[src/iiea_pkg.sv]
// iiea_pkg: command, status and control types for the indexed insert/erase array
// shared by iiea_cell and indexed_insert_erase_array; depends on nothing else
package iiea_pkg;

    localparam int CMD_W     = 2;
    localparam int IDX_W     = 5;
    localparam int VAL_W     = 32;
    localparam int CNT_OUT_W = 5;
    localparam int ST_W      = 2;

    typedef enum logic [CMD_W-1:0] {
        CMD_READ   = 2'd0,
        CMD_INSERT = 2'd1,
        CMD_ERASE  = 2'd2
    } cmd_t;

    localparam logic [ST_W-1:0] ST_OK    = 2'd0;
    localparam logic [ST_W-1:0] ST_RANGE = 2'd1;
    localparam logic [ST_W-1:0] ST_FULL  = 2'd2;

    typedef enum logic [1:0] {
        SH_HOLD,
        SH_INSERT,
        SH_ERASE
    } shift_op_t;

    // broadcast to every cell of the chain
    typedef struct packed {
        shift_op_t        op;
        logic [IDX_W-1:0] idx;
    } cell_ctl_t;

endpackage

[src/iiea_cell.sv]
// iiea_cell: one element register of the array chain
// takes from its left or right neighbor, or the new word, per iiea_pkg::cell_ctl_t
module iiea_cell #(
    parameter int POS        = 0,
    parameter int ELEM_WIDTH = 32
) (
    input  logic                  aclk,
    input  iiea_pkg::cell_ctl_t   ctl,
    input  logic [ELEM_WIDTH-1:0] ins_value,
    input  logic [ELEM_WIDTH-1:0] left_q,
    input  logic [ELEM_WIDTH-1:0] right_q,
    output logic [ELEM_WIDTH-1:0] q
);
    import iiea_pkg::*;

    logic [ELEM_WIDTH-1:0] elem_reg;
    logic [ELEM_WIDTH-1:0] elem_next;

    always_comb begin
        elem_next = elem_reg;
        case (ctl.op)
            SH_INSERT: begin
                if (POS > int'(ctl.idx)) begin
                    elem_next = left_q;
                end else if (POS == int'(ctl.idx)) begin
                    elem_next = ins_value;
                end
            end
            SH_ERASE: begin
                // everything from the erased place on moves down one
                if (POS >= int'(ctl.idx)) begin
                    elem_next = right_q;
                end
            end
            default: elem_next = elem_reg;
        endcase
    end

    always_ff @(posedge aclk) begin
        elem_reg <= elem_next;
    end

    assign q = elem_reg;

endmodule

[src/indexed_insert_erase_array.sv]
// Ordered store of up to DEPTH elements held in a chain of cells, one element per cell.
// Commands read, insert or erase at an index; every command gives one result word that
// carries the read element (zero unless a good read), the element count after the
// command and a status (ok, index out of range, full on insert). A command is taken
// when s_ready is high and its result appears in the output register on the next cycle:
// one command per cycle sustained unless a low m_ready holds the output register, the
// only stall point, since all cells shift from their neighbors in the same cycle. After
// reset the store is empty and ready at once; an insert at index equal to count appends.
// depends on iiea_pkg and iiea_cell
module indexed_insert_erase_array #(
    parameter int DEPTH      = 16,
    parameter int ELEM_WIDTH = 32
) (
    input  logic                           aclk,
    input  logic                           aresetn,
    input  logic                           s_valid,
    output logic                           s_ready,
    input  logic [iiea_pkg::CMD_W-1:0]     s_cmd,
    input  logic [iiea_pkg::IDX_W-1:0]     s_index,
    input  logic [iiea_pkg::VAL_W-1:0]     s_value,
    output logic                           m_valid,
    input  logic                           m_ready,
    output logic [iiea_pkg::VAL_W-1:0]     m_read_data,
    output logic [iiea_pkg::CNT_OUT_W-1:0] m_count,
    output logic [iiea_pkg::ST_W-1:0]      m_status
);
    import iiea_pkg::*;

    localparam int CNT_W = $clog2(DEPTH + 1);
    localparam int CMP_W = (CNT_W > IDX_W) ? CNT_W : IDX_W;
    localparam int AW    = (DEPTH > 1) ? $clog2(DEPTH) : 1;

    logic [CNT_W-1:0]      count_reg;
    logic [CNT_W-1:0]      count_next;
    logic                  m_valid_reg;
    logic [VAL_W-1:0]      rd_data_reg;
    logic [VAL_W-1:0]      rd_data_next;
    logic [CNT_OUT_W-1:0]  m_count_reg;
    logic [ST_W-1:0]       status_reg;
    logic [ST_W-1:0]       status_next;

    logic                  accept;
    shift_op_t             op_c;
    cell_ctl_t             ctl;
    logic [CMP_W-1:0]      idx_c;
    logic [CMP_W-1:0]      cnt_c;
    logic [AW-1:0]         addr;
    logic [ELEM_WIDTH-1:0] ins_value;
    logic [ELEM_WIDTH-1:0] elem [DEPTH];

    assign s_ready   = !m_valid_reg || m_ready;
    assign accept    = s_valid && s_ready;
    assign idx_c     = CMP_W'(s_index);
    assign cnt_c     = CMP_W'(count_reg);
    assign addr      = AW'(s_index);
    assign ins_value = ELEM_WIDTH'(s_value);

    always_comb begin
        op_c         = SH_HOLD;
        count_next   = count_reg;
        rd_data_next = '0;
        status_next  = ST_OK;
        case (s_cmd)
            CMD_READ: begin
                if (idx_c < cnt_c) begin
                    rd_data_next = VAL_W'(elem[addr]);
                end else begin
                    status_next = ST_RANGE;
                end
            end
            CMD_INSERT: begin
                if (count_reg == CNT_W'(DEPTH)) begin
                    status_next = ST_FULL;
                end else if (idx_c > cnt_c) begin
                    status_next = ST_RANGE;
                end else begin
                    op_c       = SH_INSERT;
                    count_next = count_reg + 1'b1;
                end
            end
            CMD_ERASE: begin
                if (idx_c < cnt_c) begin
                    op_c       = SH_ERASE;
                    count_next = count_reg - 1'b1;
                end else begin
                    status_next = ST_RANGE;
                end
            end
            default: status_next = ST_RANGE;
        endcase
    end

    assign ctl.op  = accept ? op_c : SH_HOLD;
    assign ctl.idx = s_index;

    for (genvar k = 0; k < DEPTH; k++) begin : g_cell
        // ends loop to themselves; cell 0 never takes left_q, the last holds on erase
        iiea_cell #(
            .POS        (k),
            .ELEM_WIDTH (ELEM_WIDTH)
        ) u_cell (
            .aclk      (aclk),
            .ctl       (ctl),
            .ins_value (ins_value),
            .left_q    (elem[(k > 0) ? k - 1 : k]),
            .right_q   (elem[(k < DEPTH - 1) ? k + 1 : k]),
            .q         (elem[k])
        );
    end

    always_ff @(posedge aclk) begin
        if (!aresetn) begin
            count_reg   <= '0;
            m_valid_reg <= 1'b0;
        end else begin
            if (accept) begin
                count_reg   <= count_next;
                m_valid_reg <= 1'b1;
            end else if (m_ready) begin
                m_valid_reg <= 1'b0;
            end
        end
    end

    always_ff @(posedge aclk) begin
        if (accept) begin
            rd_data_reg <= rd_data_next;
            m_count_reg <= CNT_OUT_W'(count_next);
            status_reg  <= status_next;
        end
    end

    assign m_valid     = m_valid_reg;
    assign m_read_data = rd_data_reg;
    assign m_count     = m_count_reg;
    assign m_status    = status_reg;

`ifndef SYNTHESIS
    a_count_bound: assert property (@(posedge aclk) disable iff (!aresetn)
        count_reg <= CNT_W'(DEPTH))
        else $error("element count above capacity");

    a_count_hold: assert property (@(posedge aclk) disable iff (!aresetn)
        !accept |=> $stable(count_reg))
        else $error("count moved without a command");

    a_insert_grows: assert property (@(posedge aclk) disable iff (!aresetn)
        accept && ctl.op == SH_INSERT |=> count_reg == $past(count_reg) + 1'b1)
        else $error("insert did not grow the count");

    a_result_count: assert property (@(posedge aclk) disable iff (!aresetn)
        m_valid_reg |-> m_count_reg == CNT_OUT_W'(count_reg))
        else $error("result count differs from stored count");

    a_full_status: assert property (@(posedge aclk) disable iff (!aresetn)
        m_valid_reg && status_reg == ST_FULL |-> count_reg == CNT_W'(DEPTH))
        else $error("full status while not full");
`endif

endmodule
[config.mk]
export PLATFORM = sky130hd
export DESIGN_NAME = indexed_insert_erase_array
export DESIGN_NICKNAME = d
export VERILOG_FILES = /design/src/iiea_pkg.sv /design/src/iiea_cell.sv /design/src/indexed_insert_erase_array.sv
export SDC_FILE = /design/constraint.sdc
export NUM_CORES = 1
export LEC_CHECK = 0
export BUFFER_PORTS_ARGS = -buffer_cell sky130_fd_sc_hd__buf_2
export CAP_MARGIN = 0
export CELL_PAD_IN_SITES_DETAIL_PLACEMENT = 1
export CELL_PAD_IN_SITES_GLOBAL_PLACEMENT = 1
export CORE_AREA = 3 3 268 270
export DETAILED_ROUTE_END_ITERATION = 7
export DIE_AREA = 0 0 271 273
export GPL_ROUTABILITY_DRIVEN = 0
export HOLD_SLACK_MARGIN = 0.06
export PLACE_DENSITY = 0.86
export SLEW_MARGIN = 20
export SYNTH_ARGS = -nofsm -noshare
export SYNTH_HDL_FRONTEND = slang
export SYNTH_HIERARCHICAL = 1
export SYNTH_SLANG_ARGS = --single-unit
export TNS_END_PERCENT = 100
[constraint.sdc]
create_clock -name aclk -period 15.6 [get_ports aclk]
set_input_delay 1.56 -clock aclk [delete_from_list [all_inputs] [get_ports aclk]]
set_output_delay 1.56 -clock aclk [all_outputs]
set_load 0.01 [all_outputs]
=== Word level (Yosys, flattened, before mapping) ===
Cells that the tools add are included.

* Add/subtract/negate cells: 2
* Order comparisons: 33
* Equal/unequal tests: 50
* Muxes and demuxes: 79
* Bitwise operators: 1
* Reduce and logical (&&, ||, !) cells: 26

{| class="wikitable"
|+ Operators with widths
! cell !! number
|-
| $mux 32 || 48
|-
| $pmux 32 s2 || 15
|-
| $bmux 32 s4 || 1
|-
| $reduce_and 3->1 || 15
|-
| $ne 3x1->1 const B || 14
|-
| $eq 5x5->1 const A || 8
|-
| $gt 4x5->1 const A || 8
|-
| $ge 4x5->1 const A || 7
|-
| $ne 2x1->1 const B || 16
|-
| $eq 4x5->1 const A || 4
|-
| $ge 3x5->1 const A || 4
|-
| $gt 3x5->1 const A || 4
|-
| $mux 5 || 3
|-
| $eq 3x5->1 const A || 2
|-
| $ge 1x5->1 const A || 2
|-
| $ge 2x5->1 const A || 2
|-
| $gt 2x5->1 const A || 2
|-
| $pmux 5 s2 || 1
|-
| $pmux 2 s2 || 2
|-
| $mux 1 || 6
|-
| $mux 2 || 3
|-
| $reduce_bool 2->1 || 3
|-
| $add 5x1->5 const B || 1
|-
| $eq 2x5->1 const A || 1
|-
| other kinds (16) || 19
|}

* Flip-flop bits (word level): 557
* Output and inout port bits: 41
* Logic and storage cells: 212

=== Depth between registers and ports, before layout ===
* Depth in word-level cells: 8
* Mapped depth: 14

=== Cells and area by module ===
The synthesis kept the hierarchy.

{| class="wikitable"
|+ By module, submodules not included
! module !! times used !! cells each !! area an instance (sq um) !! seq. area each (sq um)
|-
| indexed_insert_erase_array || 1 || 456 || 6,188.4 || 1,291.2
|-
| iiea_cell at g_cell[4].u_cell || 1 || 195 || 2,157.1 || 960.9
|-
| iiea_cell at g_cell[8].u_cell || 1 || 189 || 2,043.2 || 960.9
|-
| iiea_cell at g_cell[9].u_cell || 1 || 190 || 1,993.2 || 960.9
|-
| iiea_cell at g_cell[13].u_cell || 1 || 185 || 1,918.1 || 960.9
|-
| iiea_cell at g_cell[5].u_cell || 1 || 186 || 1,848.0 || 960.9
|-
| iiea_cell at g_cell[1].u_cell || 1 || 185 || 1,846.8 || 960.9
|-
| iiea_cell at g_cell[11].u_cell || 1 || 186 || 1,760.4 || 960.9
|-
| iiea_cell at g_cell[12].u_cell || 1 || 179 || 1,692.9 || 960.9
|-
| iiea_cell at g_cell[14].u_cell || 1 || 179 || 1,690.4 || 960.9
|-
| iiea_cell at g_cell[6].u_cell || 1 || 143 || 1,681.6 || 960.9
|-
| iiea_cell at g_cell[2].u_cell || 1 || 143 || 1,671.6 || 960.9
|-
| iiea_cell at g_cell[15].u_cell || 1 || 178 || 1,667.8 || 960.9
|-
| iiea_cell at g_cell[7].u_cell || 1 || 178 || 1,656.6 || 960.9
|-
| 3 more rows || -- || -- || -- || --
|}

=== Worst setup path before layout ===
Ideal clock, no wire load.

* Path kind: input port to flip-flop
* Start: in m_ready
* End: reg g_cell[4].u_cell.elem_reg[0] (enable)
* Arrival time: 8.367 ns
* Path slack: 6.732 ns
* Cell stages on the path: 7
* Path buffers: 1
* Path through: nand2b_1 -> and2_1 -> nand2_1 -> nor3_1 -> clkbuf_1 -> xnor2_1 -> nor4_1

{| class="wikitable"
|+ RTL lines
! what !! RTL line !! source
|-
| from (decl) || indexed_insert_erase_array.sv:22 || <nowiki>input logic m_ready,</nowiki>
|-
| to (signal assigned) || iiea_cell.sv:40 || <nowiki>elem_reg <= elem_next;</nowiki>
|-
| to (decl) || iiea_cell.sv:16 || <nowiki>logic [ELEM_WIDTH-1:0] elem_reg;</nowiki>
|}

==> qor.csv <==
stage,metric,value,unit
outcome,outcome,"complete, no violations",
placement,HPWL reported at the end of detailed placement,77.4,mm
run,maxcap violations,0,
floorplanning,starting utilization of the core area,0.496,
global_route,antenna violations before repair,1,
clock_network,CTS tree,yes,
power_and_ir_drop,Psw,0.922,mW
setup_path,required time at the endpoint of the critical path,15820,ps
synthesis,Async SR Flop Fraction,0,
setup_path,kind of capture point of the worst setup path,flip-flop,
routing,vias per inst,7.13,
worst_hold_path,number of cells on the worst hold path,2,
synthesis,number of synthesis warnings,6,
power_and_ir_drop,internal power summed over all cells,2.69,mW
power_and_ir_drop,static leakage power,12.1,nW
routing,count of vias placed by the detailed router,28700,
setup_path,critical path start-end classification,in -> reg,
setup_path,"Data arrival, critical path",6360,ps
sta,accumulated negative setup slack,0,ps
finish,FF/Latch Area,16700,um2
setup_path,CP Buf/Inv Count,3,
global_route,wire length of the first global-routing pass,184,mm
setup_path,crit path launch type,input port,
power_and_ir_drop,switching share of total power,0.256,
sta,normalized max-slew margin,0.260,
synthesis,most frequent cell after synthesis,sky130_fd_sc_hd__edfxtp_1,
power_and_ir_drop,overall power after layout,3.61,mW
finish,area overhead of the layout relative to synthesis,6.96,%
synthesis,cell count after synthesis,3134,
finish,share of cells above drive strength 1,0.159,
routing,routed wire length per instance,29.9,um
global_route,number of global-route vias before repair,30200,
setup_path,flop-to-flop setup slack,10370,ps
synthesis,"share of synthesized cell area in full adder, half adder and majority cells",0.00398,
power_and_ir_drop,logic gate share of total power,0.119,
finish,max FFs per register,512,
setup_path,longest individual stage delay on the worst path,870,ps
sta,clock skew,18.1,ps
finish,number of fill cells,7321,
setup_path,slowest stage cell on the critical path,sky130_fd_sc_hd__nor2_4,
routing,count of antenna-violating nets left after detailed routing,0,
power_and_ir_drop,power density of the placed cells,97.4,nW/um2
power_and_ir_drop,clock power share,0.414,
synthesis,synthesized cell area,34600,um2
synthesis,dominant combinational cell family by area after synthesis,compound AO/OA/AOI/OAI gates,
finish,post-route cell area,37000,um2
sta,hold violation count in the final report,0,
synthesis,post-synthesis mux area share,0.125,
setup_path,Worst Reg2Reg Path Length in Cells,11,
routing,Detailed Routing Iterations Pass 1,6,
global_route,total global routing overflow,0,
sta,final critical delay including setup and external delays,6150,ps
setup_path,critical path peak fanout,63,
clock_network,root cell of the clock tree,sky130_fd_sc_hd__clkbuf_16,
floorplanning,width of the chip,271,um
setup_path,cell family with most CP delay,simple AND/OR/NAND/NOR gates,
sta,number of pins with negative max-slew slack in the final report,0,
worst_hold_path,kind of path behind the tightest hold check,reg -> reg,
clock_network,"Reg clk slew, reported paths",60,ps
synthesis,synthesized net count,3188,
synthesis,Post-synth EDFFs,551,
clock_network,total clock buffers created by CTS,66,
placement,# port buffers,83,
clock_network,maximum number of buffers from clock root to sink,3,
placement,Placement Cell Area,34900,um2
synthesis,Main synth FF type,sky130_fd_sc_hd__edfxtp_1,
sta,maximum clock frequency,163,MHz
power_and_ir_drop,largest voltage drop on the vdd net,0.0000865,V
synthesis,leading area contributor after synthesis,sky130_fd_sc_hd__edfxtp_1,
floorplanning,number of placement rows,97,
routing,initial drt markers,3606,
setup_path,most frequent CP cell,sky130_fd_sc_hd__buf_4,
synthesis,xor and xnor fraction of the mapped netlist area,0.00202,
sta,final cycle utilization of the critical path,0.394,
synthesis,cell types with the highest counts after synthesis,"sky130_fd_sc_hd__edfxtp_1 (551), sky130_fd_sc_hd__nand2_1 (393), sky130_fd_sc_hd__nor2_1 (356)",
routing,DRC violation count after routing,0,
floorplanning,total die area,74000,um2
sta,slew at the pin with the worst max-slew slack,1110,ps
power_and_ir_drop,sequential power share,0.467,
synthesis,"share of synthesized cell area in and, or, nand and nor gates",0.161,
setup_path,crit-path cells,buf_6 > ha_1 > nor2b_1 > o31a_1 > nor2_2 > and3_4 > buf_4 > nor2b_2 > buf_4 > o21ai_0 > nor2_4,
clock_network,number of H-tree branching levels,3,
setup_path,stages on the worst setup path,11,
routing,drt total wl,120,mm
clock_network,hold buffers post-CTS,0,
global_route,total global routing track utilization,0.319,
synthesis,flip-flop and latch count after synthesis,557,
synthesis,share of the synthesized area in the top cell type,0.478,
floorplanning,core area,69800,um2
synthesis,most area-consuming cells after synthesis,"sky130_fd_sc_hd__edfxtp_1 (48%), sky130_fd_sc_hd__mux4_2 (8.3%), sky130_fd_sc_hd__a31oi_1 (6.4%)",
sta,RSZ-0062 raised after global routing,no,
finish,area used by multi-input combinational logic,16100,um2
global_route,largest net degree at the start of global routing,138,
clock_network,count of clock tree sinks,557,
synthesis,"Distinct cells, synth",89,
sta,Final setup viols,0,
sta,final-layout worst hold slack,604,ps
synthesis,share of synthesized area occupied by flip-flops and latches,0.481,
clock_network,# Post-CTS Setup Buffers,0,
clock_network,number of instances resized during post-cts repair,0,
synthesis,Post-Synthesis Mean Instance Area,11.0,um2
floorplanning,number of top-level design ports,84,
floorplanning,die boundary height,273,um
clock_network,clock network latency to the later pin of the worst-skew pair,620,ps
synthesis,share of the synthesized area in compound gates (AO/OA/AOI/OAI),0.167,
finish,layout net count,3090,
## layout make-up
cell class                      count  area share
Sequential cell                   557       0.450
Tap cell                          940      0.0318
Multi-Input combinational cell   2259       0.435
Clock inverter                     24     0.00432
Inverter                           10     0.00101
Antenna cell                        1   0.0000676
Timing Repair Buffer              142      0.0278
Clock buffer                       89      0.0498
## power by group through the flow
| stage | logic [mW] | registers [mW] | clock network, mW |
|---|---|---|---|
| 6_report | 0.429 | 1.69 | 1.49 |
| 5_1_grt | 0.455 | 1.69 | 1.56 |
| 4_1_cts | 0.417 | 1.69 | 1.50 |
| 3_5_place_dp | 0.411 | 1.72 | 0 |
| 3_3_place_gp | 0.383 | 1.72 | 0 |
| 2_1_floorplan | 0.296 | 1.72 | 0 |
## cell usage in the layout (no fill, tap or decap), types with 11 or more instances in the layout
cell type                     n
sky130_fd_sc_hd__a211oi_1    66
sky130_fd_sc_hd__a21oi_1     73
sky130_fd_sc_hd__a221o_1     32
sky130_fd_sc_hd__a31oi_1    354
sky130_fd_sc_hd__and2_1      33
sky130_fd_sc_hd__buf_2       78
sky130_fd_sc_hd__buf_4       51
sky130_fd_sc_hd__clkbuf_1    18
sky130_fd_sc_hd__clkbuf_16   71
sky130_fd_sc_hd__clkinv_1    17
sky130_fd_sc_hd__edfxtp_1   551
sky130_fd_sc_hd__ha_1        11
sky130_fd_sc_hd__mux2_4      30
sky130_fd_sc_hd__mux2i_1     96
sky130_fd_sc_hd__mux4_2     128
sky130_fd_sc_hd__nand2_1    393
sky130_fd_sc_hd__nand2b_1    11
sky130_fd_sc_hd__nand3_1     69
sky130_fd_sc_hd__nand3b_1    64
sky130_fd_sc_hd__nor2_1     355
sky130_fd_sc_hd__nor2b_1     35
sky130_fd_sc_hd__nor3b_1     64
sky130_fd_sc_hd__o211ai_1    35
sky130_fd_sc_hd__o211ai_2    31
sky130_fd_sc_hd__o21ai_0     56
sky130_fd_sc_hd__o21ai_1    107
sky130_fd_sc_hd__o31ai_1     33
sky130_fd_sc_hd__or3b_1      32
sky130_fd_sc_hd__or4b_1      32
## worst reg2reg max path: cells and delay by family, from the launching register on
| family | cells | cell delay [ps] |
|---|---|---|
| flops | 1 | 470 |
| buf+inv | 3 | 1260 |
| fa+ha+maj | 1 | 310 |
| compound gates | 2 | 540 |
| simple gates | 5 | 2250 |
## cells by family after synthesis
group / count (synthesis)
adders and majority gates: 11
muxes: 256
buffers and inverters: 318
AOI/OAI and AO/OA: 850
xor gates and xnor gates: 8
DFF: 557
and+or+nand+nor: 1134
## per-layer routing
layer / up-vias / wire [um] / track usage
met5: - / 0 / 0
met4: 0 / 7840 / 0.186
met3: 500 / 9610 / 0.0442
met2: 1864 / 59700 / 0.545
met1: 14400 / 43100 / 0.389
li1: 11900 / - / -
## per-stage QoR
step / utilization / setup WS (ps) / std cells
after global placement: 0.500 / 9360 / 3903
after global routing: 0.531 / 9230 / 4021
after CTS: 0.529 / 9690 / 4018
after floorplan: - / 6730 / 3134
after detailed placement: 0.500 / 9130 / 3905
final: 0.531 / 9450 / 4022
## final timing paths
kind	startpoint	to
worst max-delay path	s_index[1]	g_cell[9].u_cell/q[8]
worst min-delay path	cnt_c[4]	cnt_c[4]
worst min register to register	cnt_c[4]	cnt_c[4]
worst max register to register	cnt_c[1]	g_cell[9].u_cell/q[8]
Note: power is estimated with default switching activity, not from simulation.
